--- src/rtl/dto_pkg.sv ---
`timescale 1ns / 1ps
// Shared types and constants for the duplicate-suppression table.
// Used by dto_cell and dedup_table_oldest_replace; no dependencies.
package dto_pkg;

    localparam int TABLE_ENTRIES = 16;
    localparam int IDX_W = (TABLE_ENTRIES > 1) ? $clog2(TABLE_ENTRIES) : 1;

    localparam logic [1:0] MODE_CLAIM    = 2'd0;
    localparam logic [1:0] MODE_CONTAINS = 2'd1;
    localparam logic [1:0] MODE_RELEASE  = 2'd2;

    typedef logic [IDX_W-1:0] t_idx;

    // Query broadcast to every cell while a word is being worked on
    typedef struct packed {
        logic [31:0] request;
        logic [31:0] origin;
        logic [31:0] now;
    } t_query;

    // Result of the scan, handed from cell to cell
    typedef struct packed {
        logic        match_hit;
        t_idx        match_idx;
        logic        free_hit;
        t_idx        free_idx;
        logic [31:0] best_age;
        t_idx        best_idx;
    } t_carry;

    // Table update broadcast to every cell
    typedef struct packed {
        logic wr_en;
        logic clr_en;
        t_idx idx;
    } t_cmd;

    localparam t_carry CARRY_INIT = '{
        match_hit: 1'b0,
        match_idx: '0,
        free_hit:  1'b0,
        free_idx:  '0,
        best_age:  32'd0,
        best_idx:  '0
    };

endpackage

--- src/rtl/dto_cell.sv ---
`timescale 1ns / 1ps
// One slot of the table: holds a pair and its stamp, folds itself into the scan result.
// Depends on dto_pkg.
module dto_cell (
    input  logic            i_clk,
    input  logic            i_rst_n,
    input  dto_pkg::t_idx   i_idx,
    input  dto_pkg::t_query i_query,
    input  dto_pkg::t_cmd   i_cmd,
    input  dto_pkg::t_carry i_carry,
    output dto_pkg::t_carry o_carry
);
    import dto_pkg::*;

    logic        r_valid;
    logic [31:0] r_request;
    logic [31:0] r_origin;
    logic [31:0] r_stamp;
    t_carry      r_carry;
    t_carry      n_carry;
    logic [31:0] w_age;
    logic        w_sel;

    assign w_age = i_query.now - r_stamp;
    assign w_sel = (i_cmd.idx == i_idx);

    always_comb begin
        n_carry = i_carry;
        // keep the lowest match and the lowest free slot seen so far
        if (!i_carry.match_hit && r_valid && r_request == i_query.request
                && r_origin == i_query.origin) begin
            n_carry.match_hit = 1'b1;
            n_carry.match_idx = i_idx;
        end
        if (!i_carry.free_hit && !r_valid) begin
            n_carry.free_hit = 1'b1;
            n_carry.free_idx = i_idx;
        end
        // ties go to the later slot
        if (w_age >= i_carry.best_age) begin
            n_carry.best_age = w_age;
            n_carry.best_idx = i_idx;
        end
    end

    always_ff @(posedge i_clk) begin
        r_carry <= n_carry;
        if (!i_rst_n) begin
            r_valid <= 1'b0;
        end else if (i_cmd.wr_en && w_sel) begin
            r_valid <= 1'b1;
        end else if (i_cmd.clr_en && w_sel) begin
            r_valid <= 1'b0;
        end
        if (i_cmd.wr_en && w_sel) begin
            r_request <= i_query.request;
            r_origin  <= i_query.origin;
            r_stamp   <= i_query.now;
        end
    end

    assign o_carry = r_carry;

endmodule

--- src/rtl/dedup_table_oldest_replace.sv ---
`timescale 1ns / 1ps
// Top level of the duplicate-suppression table: command port, sequencer and cell chain.
// Depends on dto_pkg and dto_cell.

// One word is taken when start is high and busy is low; busy then stays high
// through the scan and commit states, and the answer appears on o_answer with o_strobe
// for exactly one cycle, registered from the commit state; a new word may be started
// in the strobe cycle. The scan result ripples through the chain of cells, one cell
// per cycle, before the table update in the commit state. The answer cannot be held
// off: sample it whenever o_strobe is high. The valid marks clear at reset.
module dedup_table_oldest_replace (
    input  logic        i_clk,
    input  logic        i_rst_n,
    input  logic        start,
    output logic        busy,
    input  logic [1:0]  i_mode,
    input  logic [31:0] i_request_id,
    input  logic [31:0] i_origin_addr,
    input  logic [31:0] i_now_time,
    output logic        o_strobe,
    output logic        o_answer
);
    import dto_pkg::*;

    localparam logic [1:0] ST_IDLE   = 2'd0;
    localparam logic [1:0] ST_SCAN   = 2'd1;
    localparam logic [1:0] ST_COMMIT = 2'd2;

    logic [1:0] r_state;
    logic [1:0] n_state;
    t_idx       r_count;
    logic [1:0] r_mode;
    t_query     r_query;
    logic       r_strobe;
    logic       r_answer;
    logic       n_answer;
    t_cmd       w_cmd;
    t_carry     w_carry [TABLE_ENTRIES+1];
    t_carry     w_result;

    assign w_carry[0] = CARRY_INIT;
    assign w_result   = w_carry[TABLE_ENTRIES];

    genvar gi;
    generate
        for (gi = 0; gi < TABLE_ENTRIES; gi++) begin : g_cell
            dto_cell u_cell (
                .i_clk   (i_clk),
                .i_rst_n (i_rst_n),
                .i_idx   (IDX_W'(gi)),
                .i_query (r_query),
                .i_cmd   (w_cmd),
                .i_carry (w_carry[gi]),
                .o_carry (w_carry[gi+1])
            );
        end
    endgenerate

    // decide the table update and the answer once the scan has reached the end
    always_comb begin
        w_cmd    = '{wr_en: 1'b0, clr_en: 1'b0, idx: '0};
        n_answer = 1'b0;
        if (r_state == ST_COMMIT) begin
            unique case (r_mode)
                MODE_CLAIM: begin
                    if (r_query.request != 32'd0 && !w_result.match_hit) begin
                        w_cmd.wr_en = 1'b1;
                        w_cmd.idx   = w_result.free_hit ? w_result.free_idx
                                                        : w_result.best_idx;
                        n_answer    = 1'b1;
                    end
                end
                MODE_CONTAINS: begin
                    n_answer = w_result.match_hit;
                end
                MODE_RELEASE: begin
                    w_cmd.clr_en = w_result.match_hit;
                    w_cmd.idx    = w_result.match_idx;
                end
                default: begin
                    n_answer = 1'b0;
                end
            endcase
        end
    end

    always_comb begin
        n_state = r_state;
        unique case (r_state)
            ST_IDLE:   if (start) n_state = ST_SCAN;
            ST_SCAN:   if (r_count == t_idx'(TABLE_ENTRIES - 1)) n_state = ST_COMMIT;
            ST_COMMIT: n_state = ST_IDLE;
            default:   n_state = ST_IDLE;
        endcase
    end

    always_ff @(posedge i_clk) begin
        if (!i_rst_n) begin
            r_state  <= ST_IDLE;
            r_count  <= '0;
            r_strobe <= 1'b0;
        end else begin
            r_state  <= n_state;
            r_strobe <= (r_state == ST_COMMIT);
            if (r_state == ST_SCAN) begin
                r_count <= r_count + t_idx'(1);
            end else begin
                r_count <= '0;
            end
        end
        // hold the word for the whole scan
        if (r_state == ST_IDLE && start) begin
            r_mode          <= i_mode;
            r_query.request <= i_request_id;
            r_query.origin  <= i_origin_addr;
            r_query.now     <= i_now_time;
        end
        if (r_state == ST_COMMIT) begin
            r_answer <= n_answer;
        end
    end

    assign busy     = (r_state != ST_IDLE);
    assign o_strobe = r_strobe;
    assign o_answer = r_answer;

endmodule

--- config.mk ---
export PLATFORM = sky130hd
export DESIGN_NAME = dedup_table_oldest_replace
export DESIGN_NICKNAME = d
export VERILOG_FILES = /design/src/rtl/dto_pkg.sv /design/src/rtl/dto_cell.sv /design/src/rtl/dedup_table_oldest_replace.sv
export SDC_FILE = /design/constraint.sdc
export NUM_CORES = 2
export LEC_CHECK = 0
export BUFFER_PORTS_ARGS = -buffer_cell sky130_fd_sc_hd__buf_4
export CAP_MARGIN = 20
export CORE_MARGIN = 10
export CORE_UTILIZATION = 38
export CTS_CLUSTER_DIAMETER = 40
export DETAILED_ROUTE_END_ITERATION = 16
export GPL_TIMING_DRIVEN = 0
export PLACE_DENSITY = 0.59
export SLEW_MARGIN = 20
export SYNTH_ARGS = -nofsm -noshare
export SYNTH_HDL_FRONTEND = slang
export SYNTH_HIERARCHICAL = 1
export SYNTH_SLANG_ARGS = --single-unit
--- constraint.sdc ---
create_clock -name i_clk -period 19 [get_ports i_clk]
set_clock_uncertainty 0.15 [all_clocks]
set_input_delay 1.9 -clock i_clk [delete_from_list [all_inputs] [get_ports i_clk]]
set_output_delay 1.9 -clock i_clk [all_outputs]
set_load 0.01 [all_outputs]
==> out/qor.yml <==
status:
  status: "complete, no violations"
worst_setup_path:
  critPathMaxFanout: 15
  cp_slowest_cell: "edfxtp_1"
  crit_cells: 20
  crit_buf_inv: 3
  critPathLaunchType: "flip-flop"
  crit_arrival_ns: 7.41
  end_kind: "flip-flop"
  cp.required_ns: 19.59
  rr_worst_depth: 20
  max_stage_delay_ns: 0.83
  reg2reg_from: "r_query[0]"
  crit_type: "reg2reg"
  path_delay_family: "compound AO/OA/AOI/OAI gates"
  r2r_slack_ns: 12.17
  crit_chain: "inv_1 -> ha_1 -> fa_1 -> nor2b_1 -> o2111ai_1 -> a21oi_1 -> o21ai_1 -> a211oi_1 -> o2111a_1 -> o31a_1 -> nor2_1 -> ha_1 -> a21o_1 -> a21o_1 -> a21oi_1 -> o21ai_0 -> a31oi_1 -> clkbuf_1 -> buf_1 -> mux2_2"
  rr_endpoint: "g_cell[2].u_cell/o_carry[15]"
min_path:
  min_to: "g_cell[9].u_cell/o_carry[40]"
  whs_path_depth: 1
  hp-class: "reg2reg"
  holdCritStartpoint: "g_cell[9].u_cell/r_valid"
global_route:
  grt_max_degree: 55
  track_usage_pct: 17.6
  antenna_found_initial: 11
  grt_pass1_vias: 82300
  grt_pass1_wl_mm: 492
  grt_overflow: 0
  grtUsageMet3_pct: 2.21
  met2_usage_pct: 28.4
  gr-usage-met1_pct: 24.8
  grt.busiest_layer: "met2"
clocking:
  clockRootBuffer: "clkbuf_16"
  hold_buffers: 0
  cts-resized-gates: 0
  cts_sinks: 2362
  cts_setup_buffers: 0
  tritoncts: "done"
  htree_levels: 5
  clock_latency_ns: 0.96
  clkTransAtPathRegs_ns: 0.05
  cts_buffers: 351
  clk_path_buf_depth: 4
finish:
  nets: 13200
  drive_above_1_share_pct: 13.4
  fill_cells: 30000
  fin_cells: 16700
  layout_common_cells: "edfxtp_1, inv_1, ha_1"
  fin_util_pct: 45.9
  area_growth_pct: 20.0
  layout_commonest_cell: "edfxtp_1"
floorplanning:
  start_util_pct: 38.2
  num_rows: 210
  io_pins: 104
  die_w_um: 594
  dieArea_um2: 353000
  core_area_um2: 328000
  die_y_um: 594
drt:
  wl_per_cell_um: 19.3
  wirelength_mm: 323
  drtPass1Iterations: 8
  drc: 0
  final_antenna_net_count: 0
  drtIter0Drc: 5685
  via_per_inst: 5.07
  via_count: 84800
place:
  post-place-cells: 16100
  io_buffers: 103
  dp.final_hpwl_mm: 248
  gp_congestion: 0.854
run:
  drv_cap: 0
sta:
  max_freq_mhz: 146
  worst_pin_slew_ns: 1.02
  whs_ns: 0.265
  tns_ns: 0
  finalCriticalPeriod_ns: 6.83
  finalSetupViolCount: 0
  drv_slew: 0
  min_period_over_period_pct: 35.9
  hold_viol: 0
  rsz0062_at_grt: "false"
  slew_headroom_pct: 31.4
yosys:
  syn_area_um2: 125000
  ys.warnings.count: 6
  synthCells: 11000
  syn_area_per_cell_um2: 11.4
power:
  p_leak_nw: 61.9
  pwr_density_cell_nw_per_um2: 113
  irDropWorstVdd_uv: 113
  power_mw: 17.1
-- worst max-delay path by stage --
stage	end	from	slack (ns)
4_1_cts	g_cell[2].u_cell/o_carry[21]	r_query[0]	12.21
3_5_place_dp	g_cell[2].u_cell/o_carry[21]	r_query[0]	12.23
2_1_floorplan	r_mode[0]	start	12.31
5_1_grt	g_cell[2].u_cell/o_carry[15]	r_query[0]	11.73
3_3_place_gp	r_query[1]	start	8.54
6_report	g_cell[2].u_cell/o_carry[15]	r_query[0]	12.17
-- metal layers --
metal  vias up  wire (um)
met3       471      14300
li1      41800          -
met4         4       8620
met1     40800     154000
met5         -         32
met2      1719     146000
-- power by group --
group	switching (mW)	internal [mW]
Clock	2.50	4.09
Sequential	0.415	6.14
Combinational	2.17	1.76
-- worst register-to-register path: cells and delay by family, from the launching register on --
| family | cells | cell delay (ns) |
|---|---|---|
| flip-flops | 1 | 0.83 |
| adder cells (fa/ha/maj) | 3 | 0.88 |
| AND/OR/NAND/NOR | 2 | 0.27 |
| AO/OA/AOI/OAI | 11 | 2.82 |
| buffers and inverters | 3 | 1.37 |
| multiplexers | 1 | 0.41 |
-- sequential cells by signal, indices dropped and copies added (netlist names) --
signal / flops
g_cell.u_cell/o_carry: 704
g_cell.u_cell/r_origin: 512
g_cell.u_cell/r_request: 512
g_cell.u_cell/r_stamp: 512
g_cell.u_cell/r_valid: 16
o_answer: 1
o_strobe: 1
r_count: 4
r_mode: 2
r_query: 96
r_state: 2
-- cell type report --
type | count | area, um2 | share of cell area [%]
repair buffers | 399 | 6090 | 4.05
flip-flops and latches | 2362 | 63700 | 42.3
clock inverters | 227 | 2690 | 1.79
diodes | 3 | 7.51 | 0.00499
well taps | 4346 | 5440 | 3.61
plain buffers | 145 | 577 | 0.383
multi-input cells | 7422 | 57300 | 38.1
inverters | 1388 | 5210 | 3.46
clock buffers | 429 | 9500 | 6.32
-- per-stage QoR --
step | worst slack, ns | area, um2
after detailed placement | 12.23 | 138000
after global placement | 8.54 | 133000
final | 12.17 | 150000
after global routing | 11.73 | 150000
after CTS | 12.21 | 150000
after floorplan | 12.31 | 127000
(Power assumes the default switching activity.)
